[src/sv/bbf_pkg.sv]
// Shared types, codes and helpers for the bit-select Bloom filter.
package bbf_pkg;

    localparam int SPAN      = 30;
    localparam int KIND_W    = 2;
    localparam int HC_W      = 4;
    localparam int SKIP_W    = 6;
    localparam int OUT_CNT_W = 11;
    localparam int PADDR_W   = 4;
    localparam int PDATA_W   = 32;
    localparam int POS_W     = 5;
    localparam int SUM_W     = 9;

    localparam logic [KIND_W-1:0] KIND_INSERT = 2'd0;
    localparam logic [KIND_W-1:0] KIND_QUERY  = 2'd1;
    localparam logic [KIND_W-1:0] KIND_CLEAR  = 2'd2;

    localparam logic [1:0] REG_HASH_COUNT  = 2'd0;
    localparam logic [1:0] REG_SKIP_BITS   = 2'd1;
    localparam logic [1:0] REG_BANKED_MODE = 2'd2;

    typedef struct packed {
        logic [HC_W-1:0]   hash_count;
        logic [SKIP_W-1:0] skip_bits;
        logic              banked_mode;
    } t_cfg;

    typedef enum logic [2:0] {
        S_IDLE,
        S_CLEAR,
        S_HASH,
        S_READ,
        S_CHECK,
        S_DONE
    } t_state;

    // t mod 30 for t below 270: parallel compares against the multiples
    function automatic logic [POS_W-1:0] span_mod(input logic [SUM_W-1:0] t);
        logic [SUM_W-1:0] r;
        r = t;
        for (int m = 1; m <= 8; m++) begin
            if (t >= SUM_W'(SPAN * m)) begin
                r = t - SUM_W'(SPAN * m);
            end
        end
        return r[POS_W-1:0];
    endfunction

endpackage

[src/sv/bbf_in_if.sv]
// Input item channel: operation kind and cache line number.
interface bbf_in_if #(
    parameter int LINE_BITS = 58
);
    import bbf_pkg::*;

    logic                 valid;
    logic                 ready;
    logic [KIND_W-1:0]    kind;
    logic [LINE_BITS-1:0] line_number;

    modport source (output valid, output kind, output line_number, input ready);
    modport sink   (input valid, input kind, input line_number, output ready);
endinterface

[src/sv/bbf_out_if.sv]
// Result item channel: query answer and population count.
interface bbf_out_if;
    import bbf_pkg::*;

    logic                 valid;
    logic                 ready;
    logic                 maybe_present;
    logic [OUT_CNT_W-1:0] set_bit_count;

    modport source (output valid, output maybe_present, output set_bit_count, input ready);
    modport sink   (input valid, input maybe_present, input set_bit_count, output ready);
endinterface

[src/sv/bbf_bitmem.sv]
// Single-port filter bit memory with registered read data.
module bbf_bitmem #(
    parameter int DEPTH = 1024,
    parameter int AW    = 10
) (
    input  logic          i_clk,
    input  logic          i_en,
    input  logic          i_we,
    input  logic [AW-1:0] i_addr,
    input  logic          i_wdata,
    output logic          o_rdata
);
    logic r_mem [DEPTH];
    logic r_rdata;

    always_ff @(posedge i_clk) begin
        if (i_en) begin
            if (i_we) begin
                r_mem[i_addr] <= i_wdata;
            end else begin
                r_rdata <= r_mem[i_addr];
            end
        end
    end

    assign o_rdata = r_rdata;
endmodule

[src/sv/bbf_cfg.sv]
// APB-style configuration registers.
module bbf_cfg (
    input  logic                         i_clk,
    input  logic                         i_rst_n,
    input  logic                         psel,
    input  logic                         penable,
    input  logic                         pwrite,
    input  logic [bbf_pkg::PADDR_W-1:0]  paddr,
    input  logic [bbf_pkg::PDATA_W-1:0]  pwdata,
    output logic [bbf_pkg::PDATA_W-1:0]  prdata,
    output logic                         pready,
    output bbf_pkg::t_cfg                o_cfg
);
    import bbf_pkg::*;

    t_cfg       r_cfg;
    logic       wr;
    logic [1:0] reg_sel;

    assign pready  = 1'b1;
    assign reg_sel = paddr[PADDR_W-1:2];
    assign wr      = psel && penable && pwrite && pready;

    always_ff @(posedge i_clk) begin
        if (!i_rst_n) begin
            r_cfg.hash_count  <= HC_W'(1);
            r_cfg.skip_bits   <= '0;
            r_cfg.banked_mode <= 1'b0;
        end else if (wr) begin
            unique case (reg_sel)
                REG_HASH_COUNT:  r_cfg.hash_count  <= pwdata[HC_W-1:0];
                REG_SKIP_BITS:   r_cfg.skip_bits   <= pwdata[SKIP_W-1:0];
                REG_BANKED_MODE: r_cfg.banked_mode <= pwdata[0];
                default: ;
            endcase
        end
    end

    always_comb begin
        unique case (reg_sel)
            REG_HASH_COUNT:  prdata = PDATA_W'(r_cfg.hash_count);
            REG_SKIP_BITS:   prdata = PDATA_W'(r_cfg.skip_bits);
            REG_BANKED_MODE: prdata = PDATA_W'(r_cfg.banked_mode);
            default:         prdata = '0;
        endcase
    end

    assign o_cfg = r_cfg;
endmodule

[src/sv/bbf_index.sv]
// Hash index generator: bit-select stage, then bank reduction.
module bbf_index #(
    parameter int IDX_BITS = 10,
    parameter int AW       = 10,
    parameter int KW       = 4,
    parameter int PB       = 11,
    parameter int QB       = 4
) (
    input  logic                         i_clk,
    input  logic                         i_load,
    input  logic [bbf_pkg::SPAN-1:0]     i_v30,
    input  logic [KW-1:0]                i_h,
    input  logic [KW-1:0]                i_k,
    input  logic [PB-1:0]                i_part,
    input  logic [PB-1:0]                i_base,
    input  logic                         i_banked,
    output logic [AW-1:0]                o_idx
);
    import bbf_pkg::*;

    localparam int RW = PB + QB;

    logic [IDX_BITS-1:0] n_y;
    logic [IDX_BITS-1:0] r_y;
    logic [RW-1:0]       rem;
    logic [RW-1:0]       sum;

    always_comb begin
        logic [SUM_W-1:0] t;
        logic [POS_W-1:0] pos;
        n_y = '0;
        for (int j = 0; j < IDX_BITS; j++) begin
            t      = SUM_W'(i_h) + SUM_W'(i_k) * SUM_W'(j);
            pos    = span_mod(t);
            n_y[j] = i_v30[pos];
        end
    end

    always_ff @(posedge i_clk) begin
        if (i_load) begin
            r_y <= n_y;
        end
    end

    // quotient is below 2k, so QB restoring steps leave the remainder
    always_comb begin
        logic [RW-1:0] sub;
        rem = RW'(r_y);
        for (int s = QB - 1; s >= 0; s--) begin
            sub = RW'(i_part) << s;
            if (rem >= sub) begin
                rem = rem - sub;
            end
        end
        sum = rem + RW'(i_base);
    end

    assign o_idx = i_banked ? sum[AW-1:0] : AW'(r_y);
endmodule

[src/sv/bitselect_bloom_filter_unit.sv]
// Bit-select Bloom filter over cache line numbers: top level and sequencer.
//
// Items arrive on i_item (kind, line_number) and are taken when valid and
// ready are high at a rising edge; each gives one result on o_result
// (maybe_present, set_bit_count). Configuration goes through the APB port
// at byte addresses 0, 4 and 8 (hash_count, skip_bits, banked_mode).
// Items are worked one at a time through a single-port bit memory.
// Insert and query: each hash passes the select, read and check states in turn;
// after the last check the result register loads from the done state once it
// is free, and the next item is taken after that.
// Zero hashes and unused kinds go straight to the done state. A clear writes
// the memory one bit a cycle. After reset the same clearing pass runs with
// ready low; configuration writes are taken throughout.
// The result register holds until taken. A new item is still accepted while
// it waits; that item then holds its result until the register frees.
module bitselect_bloom_filter_unit #(
    parameter int FILTER_SIZE = 1024,
    parameter int MAX_HASHES  = 8,
    parameter int LINE_BITS   = 58
) (
    input  logic                         i_clk,
    input  logic                         i_rst_n,
    bbf_in_if.sink                       i_item,
    bbf_out_if.source                    o_result,
    input  logic                         psel,
    input  logic                         penable,
    input  logic                         pwrite,
    input  logic [bbf_pkg::PADDR_W-1:0]  paddr,
    input  logic [bbf_pkg::PDATA_W-1:0]  pwdata,
    output logic [bbf_pkg::PDATA_W-1:0]  prdata,
    output logic                         pready
);
    import bbf_pkg::*;

    localparam int IDX_BITS = $clog2(FILTER_SIZE + 1) - 1;
    localparam int AW       = $clog2(FILTER_SIZE);
    localparam int CNT_BITS = $clog2(FILTER_SIZE + 1);
    localparam int KW       = $clog2(MAX_HASHES + 1);
    localparam int QB       = $clog2(2 * MAX_HASHES);

    t_cfg   cfg;
    t_state r_state;
    t_state n_state;

    logic [KIND_W-1:0]    r_kind;
    logic [SPAN-1:0]      r_v30;
    logic [KW-1:0]        r_k;
    logic [KW-1:0]        r_h;
    logic [CNT_BITS-1:0]  r_base;
    logic                 r_present;
    logic [AW-1:0]        r_idx;
    logic [AW-1:0]        r_clr_addr;
    logic                 r_clr_item;
    logic [CNT_BITS-1:0]  r_count;
    logic                 r_out_valid;
    logic                 r_out_present;
    logic [OUT_CNT_W-1:0] r_out_count;

    logic [CNT_BITS-1:0]  part_tab [MAX_HASHES + 1];
    logic [CNT_BITS-1:0]  part;
    logic [LINE_BITS-1:0] shifted;
    logic [HC_W:0]        hc_wide;
    logic [KW-1:0]        k_eff;
    logic [AW-1:0]        idx;
    logic [31:0]          cnt_wide;
    logic                 accept;
    logic                 out_free;
    logic                 clr_last;
    logic                 last_hash;

    logic                 in_ready;
    logic                 idx_load;
    logic                 mem_en;
    logic                 mem_we;
    logic                 mem_wdata;
    logic [AW-1:0]        mem_addr;
    logic                 mem_rdata;

    for (genvar gi = 0; gi <= MAX_HASHES; gi++) begin : g_part
        localparam int DIV = (gi == 0) ? 1 : gi;
        assign part_tab[gi] = CNT_BITS'(FILTER_SIZE / DIV);
    end

    bbf_cfg u_cfg (
        .i_clk   (i_clk),
        .i_rst_n (i_rst_n),
        .psel    (psel),
        .penable (penable),
        .pwrite  (pwrite),
        .paddr   (paddr),
        .pwdata  (pwdata),
        .prdata  (prdata),
        .pready  (pready),
        .o_cfg   (cfg)
    );

    bbf_index #(
        .IDX_BITS (IDX_BITS),
        .AW       (AW),
        .KW       (KW),
        .PB       (CNT_BITS),
        .QB       (QB)
    ) u_index (
        .i_clk    (i_clk),
        .i_load   (idx_load),
        .i_v30    (r_v30),
        .i_h      (r_h),
        .i_k      (r_k),
        .i_part   (part),
        .i_base   (r_base),
        .i_banked (cfg.banked_mode),
        .o_idx    (idx)
    );

    bbf_bitmem #(
        .DEPTH (FILTER_SIZE),
        .AW    (AW)
    ) u_mem (
        .i_clk   (i_clk),
        .i_en    (mem_en),
        .i_we    (mem_we),
        .i_addr  (mem_addr),
        .i_wdata (mem_wdata),
        .o_rdata (mem_rdata)
    );

    assign hc_wide   = {1'b0, cfg.hash_count};
    assign k_eff     = (hc_wide > (HC_W + 1)'(MAX_HASHES)) ? KW'(MAX_HASHES) : KW'(hc_wide);
    assign shifted   = i_item.line_number >> cfg.skip_bits;
    assign part      = part_tab[r_k];
    assign accept    = i_item.valid && in_ready;
    assign out_free  = !r_out_valid || o_result.ready;
    assign clr_last  = (r_clr_addr == AW'(FILTER_SIZE - 1));
    assign last_hash = (r_h == KW'(r_k - KW'(1)));
    assign cnt_wide  = 32'(r_count);

    always_comb begin
        n_state = r_state;
        unique case (r_state)
            S_IDLE: begin
                if (accept) begin
                    priority if (i_item.kind == KIND_CLEAR) begin
                        n_state = S_CLEAR;
                    end else if ((i_item.kind == KIND_INSERT || i_item.kind == KIND_QUERY)
                                 && k_eff != '0) begin
                        n_state = S_HASH;
                    end else begin
                        n_state = S_DONE;
                    end
                end
            end
            S_CLEAR: begin
                if (clr_last) begin
                    n_state = r_clr_item ? S_DONE : S_IDLE;
                end
            end
            S_HASH:  n_state = S_READ;
            S_READ:  n_state = S_CHECK;
            S_CHECK: n_state = last_hash ? S_DONE : S_HASH;
            S_DONE: begin
                if (out_free) begin
                    n_state = S_IDLE;
                end
            end
            default: n_state = S_IDLE;
        endcase
    end

    always_comb begin
        in_ready  = 1'b0;
        idx_load  = 1'b0;
        mem_en    = 1'b0;
        mem_we    = 1'b0;
        mem_wdata = 1'b0;
        mem_addr  = r_idx;
        unique case (r_state)
            S_IDLE:  in_ready = 1'b1;
            S_CLEAR: begin
                mem_en   = 1'b1;
                mem_we   = 1'b1;
                mem_addr = r_clr_addr;
            end
            S_HASH:  idx_load = 1'b1;
            S_READ: begin
                mem_en   = 1'b1;
                mem_addr = idx;
            end
            S_CHECK: begin
                mem_en    = (r_kind == KIND_INSERT) && !mem_rdata;
                mem_we    = mem_en;
                mem_wdata = 1'b1;
            end
            S_DONE:  ;
            default: ;
        endcase
    end

    always_ff @(posedge i_clk) begin
        if (!i_rst_n) begin
            r_state     <= S_CLEAR;
            r_clr_addr  <= '0;
            r_clr_item  <= 1'b0;
            r_count     <= '0;
            r_out_valid <= 1'b0;
        end else begin
            r_state <= n_state;
            if (r_state == S_IDLE && accept) begin
                r_clr_addr <= '0;
                r_clr_item <= 1'b1;
            end else if (r_state == S_CLEAR) begin
                r_clr_addr <= r_clr_addr + AW'(1);
                if (clr_last) begin
                    r_count <= '0;
                end
            end
            if (r_state == S_CHECK && r_kind == KIND_INSERT && !mem_rdata) begin
                r_count <= r_count + CNT_BITS'(1);
            end
            if (r_state == S_DONE && out_free) begin
                r_out_valid <= 1'b1;
            end else if (o_result.ready) begin
                r_out_valid <= 1'b0;
            end
        end
    end

    always_ff @(posedge i_clk) begin
        if (r_state == S_IDLE && accept) begin
            r_kind    <= i_item.kind;
            r_v30     <= shifted[SPAN-1:0];
            r_k       <= k_eff;
            r_h       <= '0;
            r_base    <= '0;
            r_present <= 1'b1;
        end
        if (r_state == S_READ) begin
            r_idx <= idx;
        end
        if (r_state == S_CHECK) begin
            r_h    <= r_h + KW'(1);
            r_base <= r_base + part;
            if (r_kind == KIND_QUERY && !mem_rdata) begin
                r_present <= 1'b0;
            end
        end
        if (r_state == S_DONE && out_free) begin
            r_out_present <= (r_kind == KIND_QUERY) && r_present;
            r_out_count   <= cnt_wide[OUT_CNT_W-1:0];
        end
    end

    assign i_item.ready           = in_ready;
    assign o_result.valid         = r_out_valid;
    assign o_result.maybe_present = r_out_present;
    assign o_result.set_bit_count = r_out_count;

    a_count_bound: assert property (@(posedge i_clk) disable iff (!i_rst_n)
        r_count <= CNT_BITS'(FILTER_SIZE))
        else $error("set bit count above filter size");

    a_count_step: assert property (@(posedge i_clk) disable iff (!i_rst_n)
        r_state != S_CLEAR |=> (r_count == $past(r_count)
                                || r_count == $past(r_count) + CNT_BITS'(1)))
        else $error("set bit count moved by more than one");

    a_clear_zero: assert property (@(posedge i_clk) disable iff (!i_rst_n)
        (r_state == S_CLEAR && clr_last) |=> r_count == '0)
        else $error("count not zero after clearing pass");

    a_hash_range: assert property (@(posedge i_clk) disable iff (!i_rst_n)
        (r_state == S_HASH || r_state == S_READ || r_state == S_CHECK) |-> r_h < r_k)
        else $error("hash number beyond hash count");

    a_present_query: assert property (@(posedge i_clk) disable iff (!i_rst_n)
        (r_state == S_DONE && out_free && r_kind != KIND_QUERY) |=> !r_out_present)
        else $error("maybe_present set on a non-query item");
endmodule
[src/flat_wrapper.sv]
// flat-port wrapper written by rule: the top's interface ports become plain ports
module bitselect_bloom_filter_unit_flat import bbf_pkg::*;
#(
    parameter int FILTER_SIZE = 1024,
    parameter int MAX_HASHES  = 8,
    parameter int LINE_BITS   = 58
)
  (i_clk, i_rst_n, psel, penable, pwrite, paddr, pwdata, prdata, pready, i_item_valid, i_item_kind, i_item_line_number, i_item_ready, o_result_valid, o_result_maybe_present, o_result_set_bit_count, o_result_ready);
  bbf_in_if #(.LINE_BITS(LINE_BITS)) i_item_i ();
  bbf_out_if o_result_i ();
  input  logic i_clk;
  input  logic i_rst_n;
  input  logic psel;
  input  logic penable;
  input  logic pwrite;
  input  logic [bbf_pkg::PADDR_W-1:0] paddr;
  input  logic [bbf_pkg::PDATA_W-1:0] pwdata;
  output logic [bbf_pkg::PDATA_W-1:0] prdata;
  output logic pready;
  input wire logic [$bits(i_item_i.valid)-1:0] i_item_valid;
  input wire logic [$bits(i_item_i.kind)-1:0] i_item_kind;
  input wire logic [$bits(i_item_i.line_number)-1:0] i_item_line_number;
  output wire logic [$bits(i_item_i.ready)-1:0] i_item_ready;
  output wire logic [$bits(o_result_i.valid)-1:0] o_result_valid;
  output wire logic [$bits(o_result_i.maybe_present)-1:0] o_result_maybe_present;
  output wire logic [$bits(o_result_i.set_bit_count)-1:0] o_result_set_bit_count;
  input wire logic [$bits(o_result_i.ready)-1:0] o_result_ready;
  assign i_item_i.valid = i_item_valid;
  assign i_item_i.kind = i_item_kind;
  assign i_item_i.line_number = i_item_line_number;
  assign i_item_ready = i_item_i.ready;
  assign o_result_valid = o_result_i.valid;
  assign o_result_maybe_present = o_result_i.maybe_present;
  assign o_result_set_bit_count = o_result_i.set_bit_count;
  assign o_result_i.ready = o_result_ready;
  bitselect_bloom_filter_unit #(.FILTER_SIZE(FILTER_SIZE), .MAX_HASHES(MAX_HASHES), .LINE_BITS(LINE_BITS)) u_core (.i_clk(i_clk), .i_rst_n(i_rst_n), .i_item(i_item_i), .o_result(o_result_i), .psel(psel), .penable(penable), .pwrite(pwrite), .paddr(paddr), .pwdata(pwdata), .prdata(prdata), .pready(pready));
endmodule
[config.mk]
export PLATFORM = sky130hd
export DESIGN_NAME = bitselect_bloom_filter_unit_flat
export DESIGN_NICKNAME = d
export VERILOG_FILES = /design/src/sv/bbf_pkg.sv /design/src/sv/bbf_in_if.sv /design/src/sv/bbf_out_if.sv /design/src/sv/bbf_bitmem.sv /design/src/sv/bbf_cfg.sv /design/src/sv/bbf_index.sv /design/src/sv/bitselect_bloom_filter_unit.sv /design/src/flat_wrapper.sv
export SDC_FILE = /design/constraint.sdc
export NUM_CORES = 2
export LEC_CHECK = 0
export BUFFER_PORTS_ARGS = -buffer_cell sky130_fd_sc_hd__buf_4
export CAP_MARGIN = 20
export CORE_MARGIN = 2
export CORE_UTILIZATION = 57
export DETAILED_ROUTE_END_ITERATION = 6
export HOLD_SLACK_MARGIN = 0.08
export PLACE_DENSITY = 0.77
export SKIP_CTS_REPAIR_TIMING = 1
export SLEW_MARGIN = 15
export SYNTH_ARGS = -nofsm -noshare
export SYNTH_HDL_FRONTEND = slang
export SYNTH_SLANG_ARGS = --single-unit
[constraint.sdc]
create_clock -name i_clk -period 13.8 [get_ports i_clk]
set_input_delay 0 -clock i_clk [delete_from_list [all_inputs] [get_ports i_clk]]
set_output_delay 0 -clock i_clk [all_outputs]
set_load 0.02 [all_outputs]
==> impl_results.html <==
<table>
<tr><th>Metric</th><th>Value</th></tr>
<tr><th colspan="2">Synth</th></tr>
<tr><td>Most frequent cells after synthesis</td><td>sky130_fd_sc_hd__nor2_1 (1295), sky130_fd_sc_hd__edfxtp_1 (1107), sky130_fd_sc_hd__nand2_1 (736), sky130_fd_sc_hd__mux4_2 (240), sky130_fd_sc_hd__a21oi_1 (184)</td></tr>
<tr><td>Share of Yosys cell area claimed by the top area cell type</td><td>52.6%</td></tr>
<tr><td>Seq/Total Area, Yosys</td><td>53.8%</td></tr>
<tr><td>Synthesis Warnings</td><td>0</td></tr>
<tr><td>Ys async rst share</td><td>0%</td></tr>
<tr><td>#FFs+latches synth</td><td>1145</td></tr>
<tr><td>Largest area contributor in the synthesized netlist</td><td>sky130_fd_sc_hd__edfxtp_1</td></tr>
<tr><td>Number of standard cells after synthesis</td><td>5717</td></tr>
<tr><td>Most common cell in the netlist</td><td>sky130_fd_sc_hd__nor2_1</td></tr>
<tr><td>Most used flip-flop cell after synthesis</td><td>sky130_fd_sc_hd__edfxtp_1</td></tr>
<tr><td>Count of flip-flops with a built-in enable after synthesis</td><td>1107</td></tr>
<tr><td>Average size of a mapped cell</td><td>11.1 sq um</td></tr>
<tr><td>Number of distinct library cells after synthesis</td><td>87</td></tr>
<tr><td>Netlist area before placement</td><td>63200 sq um</td></tr>
<tr><td>Dominant cells by area after synthesis</td><td>sky130_fd_sc_hd__edfxtp_1 (53%), sky130_fd_sc_hd__mux4_2 (8.6%), sky130_fd_sc_hd__nor2_1 (7.7%), sky130_fd_sc_hd__nand2_1 (4.4%), sky130_fd_sc_hd__ha_1 (3.5%)</td></tr>
<tr><th colspan="2">STA</th></tr>
<tr><td>Achievable frequency</td><td>75.8 MHz</td></tr>
<tr><td>Final Hold Vio Count</td><td>0</td></tr>
<tr><td>Tcrit/Tclk final</td><td>95.6%</td></tr>
<tr><td>Worst slew margin</td><td>19.4%</td></tr>
<tr><td>Final setup violation count</td><td>0</td></tr>
<tr><td>Final max-slew violation count</td><td>0</td></tr>
<tr><td>Minimum clock period after layout</td><td>13.19 ns</td></tr>
<tr><td>Worst Tran Pin Value</td><td>1.20 ns</td></tr>
<tr><td>Post-route clock skew</td><td>0.0444 ns</td></tr>
<tr><th colspan="2">Power</th></tr>
<tr><td>Reported leakage power</td><td>26.2 nW</td></tr>
<tr><td>Reg power frac</td><td>34.5%</td></tr>
<tr><td>P_int</td><td>0.00708 W</td></tr>
<tr><td>PwrDens</td><td>155 nW/um^2</td></tr>
<tr><td>Switching part of the total power</td><td>36.0%</td></tr>
<tr><td>Psw</td><td>0.00398 W</td></tr>
<tr><td>Peak ir drop on the vdd network</td><td>0.126 mV</td></tr>
<tr><td>Combinational share of power</td><td>37.8%</td></tr>
<tr><td>Clock network power share</td><td>27.7%</td></tr>
<tr><th colspan="2">Worst setup path</th></tr>
<tr><td>Highest cell delay on the worst timing path</td><td>0.66 ns</td></tr>
<tr><td>Critical path origin</td><td>u_core.r_k[1]</td></tr>
<tr><td>Critical-path maximum fanout</td><td>13</td></tr>
<tr><td>Worst path arrival time</td><td>13.68 ns</td></tr>
<tr><td>Max stage delay cell, worst path</td><td>sky130_fd_sc_hd__o32a_1</td></tr>
<tr><td>Worst Reg2Reg Path Length in Cells</td><td>53</td></tr>
<tr><td>Cell repeated most along the worst path</td><td>sky130_fd_sc_hd__ha_1</td></tr>
<tr><td>Reg-to-reg startpoint</td><td>u_core.r_k[1]</td></tr>
<tr><td>Count of buffer and inverter cells on the critical path</td><td>6</td></tr>
<tr><td>Type of the worst setup path</td><td>register to register</td></tr>
<tr><td>CP Data Required Time</td><td>14.28 ns</td></tr>
<tr><td>Number of cells on the critical path</td><td>53</td></tr>
<tr><td>Endpoint type of the worst setup path</td><td>register</td></tr>
<tr><td>Cell type group with the largest total delay on the critical path</td><td>simple AND/OR/NAND/NOR gates</td></tr>
<tr><td>Kind of start point of the critical path</td><td>register</td></tr>
<tr><th colspan="2">Run</th></tr>
<tr><td>Number of maximum-capacitance constraint violations</td><td>0</td></tr>
<tr><th colspan="2">Route</th></tr>
<tr><td>DRC violations left</td><td>0</td></tr>
<tr><td>Remaining antenna violation count after routing</td><td>0</td></tr>
<tr><td>Total via count after detailed routing</td><td>49000</td></tr>
<tr><td>Routed vias/inst</td><td>6.54</td></tr>
<tr><td>Routed wire length</td><td>189000 um</td></tr>
<tr><td>Violation count after the first detailed-route iteration</td><td>6805</td></tr>
<tr><td>Drt wl/cell</td><td>25.2 um</td></tr>
<tr><td>Router iterations before antenna repair</td><td>6</td></tr>
<tr><th colspan="2">GRT</th></tr>
<tr><td>Largest net degree at the start of global routing</td><td>129</td></tr>
<tr><td>Vias in the first global route</td><td>46300</td></tr>
<tr><td>Routing usage on met2</td><td>50.7%</td></tr>
<tr><td>Number of antenna violations at the first check in global routing</td><td>2</td></tr>
<tr><td>GR peak layer</td><td>met2</td></tr>
<tr><td>Global route overflow</td><td>0</td></tr>
<tr><td>Fraction of met1 tracks used by global routing</td><td>43.3%</td></tr>
<tr><td>Met3 Track Usage GR</td><td>8.44%</td></tr>
<tr><td>Global-route wire length before repair</td><td>278000 um</td></tr>
<tr><td>Global-route usage over all layers</td><td>32.4%</td></tr>
<tr><th colspan="2">Layout</th></tr>
<tr><td>Net total in the final layout</td><td>6206</td></tr>
<tr><td>Util after Layout</td><td>64.4%</td></tr>
<tr><td>Area Overhead vs Synth</td><td>12.5%</td></tr>
<tr><td>Fraction of final layout cells with drive strength greater than 1</td><td>15.4%</td></tr>
<tr><td>Fin area</td><td>71100 sq um</td></tr>
<tr><td>Post-layout instance count excluding filler cells</td><td>7482</td></tr>
<tr><td>Count of inserted antenna diode cells</td><td>0</td></tr>
<tr><th colspan="2">Min path</th></tr>
<tr><td>Startpoint of the worst hold path</td><td>i_item_line_number[56]</td></tr>
<tr><td>Hold Path Class</td><td>input pin to register</td></tr>
<tr><td>Depth of the worst hold-timing path</td><td>5</td></tr>
<tr><th colspan="2">Floorplanning</th></tr>
<tr><td>Y dimension of the die</td><td>337 um</td></tr>
<tr><td>Die Area</td><td>114000 sq um</td></tr>
<tr><td>IO Count</td><td>150</td></tr>
<tr><td>Floorplan row count</td><td>122</td></tr>
<tr><td>DIE WIDTH</td><td>337 um</td></tr>
<tr><td>Initial Util</td><td>57.3%</td></tr>
<tr><td>Standard cell core area</td><td>110000 sq um</td></tr>
<tr><th colspan="2">CTS</th></tr>
<tr><td>Cell at the root of the clock tree</td><td>sky130_fd_sc_hd__clkbuf_16</td></tr>
<tr><td>Number of buffers on the longest clock path</td><td>3</td></tr>
<tr><td>Clk Latency, worst-skew pair</td><td>0.74 ns</td></tr>
<tr><td>Total clock sinks</td><td>1145</td></tr>
<tr><td>Inserted Clock Buffers</td><td>111</td></tr>
<tr><td>Clock transition at the register clock pins on the worst setup and hold paths after CTS</td><td>0.07 ns</td></tr>
<tr><td>Maximum level of the CTS H-tree</td><td>3</td></tr>
<tr><td>CTS tree</td><td>yes</td></tr>
<tr><th colspan="2">Placement</th></tr>
<tr><td>Placed inst area</td><td>66900 sq um</td></tr>
<tr><td>PortBufs</td><td>94</td></tr>
<tr><td>Final weighted congestion of routability-driven global placement</td><td>1.00</td></tr>
<tr><td>Post-detail-place hpwl</td><td>126000 um</td></tr>
<tr><td>Number of cells after detailed placement</td><td>7229</td></tr>
<tr><th colspan="2">Status</th></tr>
<tr><td>Run status</td><td>complete, no violations</td></tr>
</table>
[layer usage]
metal  up-vias  routed length [um]
li1      21300                   -
met1     23900               69200
met2      3252               86400
met3       575               24800
met4         4                8310
met5         -                  26
[worst reg2reg max path, delay by kind of cell (launching register included)]
family,cells,cell delay (ns)
adder cells (fa/ha/maj),7,2.00
AO/OA/AOI/OAI,18,4.12
flip-flops,1,0.45
AND/OR/NAND/NOR,19,4.22
buffers and inverters,6,1.14
multiplexers,3,1.07
[cell type report]
cell class | instances | area, sq um
Clock buffer | 134 | 2870
Clock inverter | 74 | 749
Fill cell | 8153 | 39200
Inverter | 106 | 402
Multi-Input combinational cell | 4113 | 27500
Sequential cell | 1145 | 34000
Tap cell | 1488 | 1860
Timing Repair Buffer | 422 | 3760
[kinds of logic (layout without fill, tap and decap cells)]
family / Yosys count / after routing / synth area share, %
simple gates: 2481 / 2481 / 16.3
flops: 1145 / 1145 / 53.8
xor+xnor: 99 / 99 / 1.42
compound gates: 878 / 878 / 9.32
fa+ha+maj: 204 / 204 / 4.34
buf+inv: 484 / 736 / 3.27
mux: 424 / 424 / 11.6
other cells: 2 / 27 / 0.0119
[placed cells by master (no fill, tap or decap), types with 23 or more instances in the layout]
master                          count
sky130_fd_sc_hd__inv_1            101
sky130_fd_sc_hd__buf_12            35
sky130_fd_sc_hd__a221oi_1          24
sky130_fd_sc_hd__buf_4            351
sky130_fd_sc_hd__nor2b_1           34
sky130_fd_sc_hd__o221ai_1          25
sky130_fd_sc_hd__nand3_1          133
sky130_fd_sc_hd__mux4_2           240
sky130_fd_sc_hd__mux2i_1          129
sky130_fd_sc_hd__conb_1            27
sky130_fd_sc_hd__dfxtp_1           36
sky130_fd_sc_hd__nor2_1          1286
sky130_fd_sc_hd__o21ai_0          174
sky130_fd_sc_hd__nand2b_1          35
sky130_fd_sc_hd__a21o_1            36
sky130_fd_sc_hd__a22oi_1           49
sky130_fd_sc_hd__edfxtp_1        1107
sky130_fd_sc_hd__xnor2_1           67
sky130_fd_sc_hd__clkinv_2          24
sky130_fd_sc_hd__a31oi_1           63
sky130_fd_sc_hd__a211oi_1          28
sky130_fd_sc_hd__dlygate4sd3_1     23
sky130_fd_sc_hd__xor2_1            30
sky130_fd_sc_hd__mux2_2            55
sky130_fd_sc_hd__o21a_1            30
sky130_fd_sc_hd__clkinv_1          27
sky130_fd_sc_hd__nand2_1          735
sky130_fd_sc_hd__a21oi_1          182
sky130_fd_sc_hd__and3_1            76
sky130_fd_sc_hd__a311oi_1          53
sky130_fd_sc_hd__ha_1             179
sky130_fd_sc_hd__nor3_1            45
sky130_fd_sc_hd__clkbuf_16        113
sky130_fd_sc_hd__o22ai_1           31
sky130_fd_sc_hd__fa_1              25
[metrics by stage]
step / setup TNS [ns] / power [W] / worst slack (ns) / hold slack, ns
detailed placement: 0 / 0.00788 / 0.491 / 0.189
global route: -0.0983 / 0.0114 / -0.0200 / 0.0740
global placement: 0 / 0.00783 / 0.505 / 0.189
CTS: 0 / 0.0109 / 0.406 / -0.548
floorplan: 0 / 0.00649 / 0.00394 / 0.0619
finish: 0 / 0.0111 / 0.609 / 0.0548
[state kept, by name, summed over array words and instances (netlist names), 2 cells and up]
signal                         cells
u_core.u_mem.r_mem              1024
u_core.r_v30                      30
u_core.o_result.set_bit_count     11
u_core.r_count                    11
u_core.u_cfg.o_cfg                11
u_core.r_base                     10
u_core.r_clr_addr                 10
u_core.r_idx                      10
u_core.u_index.r_y                10
u_core.r_h                         4
u_core.r_k                         4
u_core.r_state                     3
u_core.r_kind                      2
[power groups by stage]
stage | registers [W] | logic [W] | clock network (W)
3_3_place_gp | 0.00389 | 0.00395 | 0
4_1_cts | 0.00381 | 0.00402 | 0.00307
6_report | 0.00381 | 0.00419 | 0.00306
5_1_grt | 0.00381 | 0.00443 | 0.00319
3_5_place_dp | 0.00389 | 0.00399 | 0
2_1_floorplan | 0.00388 | 0.00260 | 0
[path summary, 6_finish.rpt]
check / slack (ns) / end
setup / recovery: 0.61 / u_core.u_mem.o_rdata
hold / removal: 0.05 / u_core.r_v30[20]
setup reg to reg: 0.61 / u_core.u_mem.o_rdata
hold reg to reg: 0.48 / u_core.o_result.set_bit_count[10]
Power figures use the tool's default switching activity.
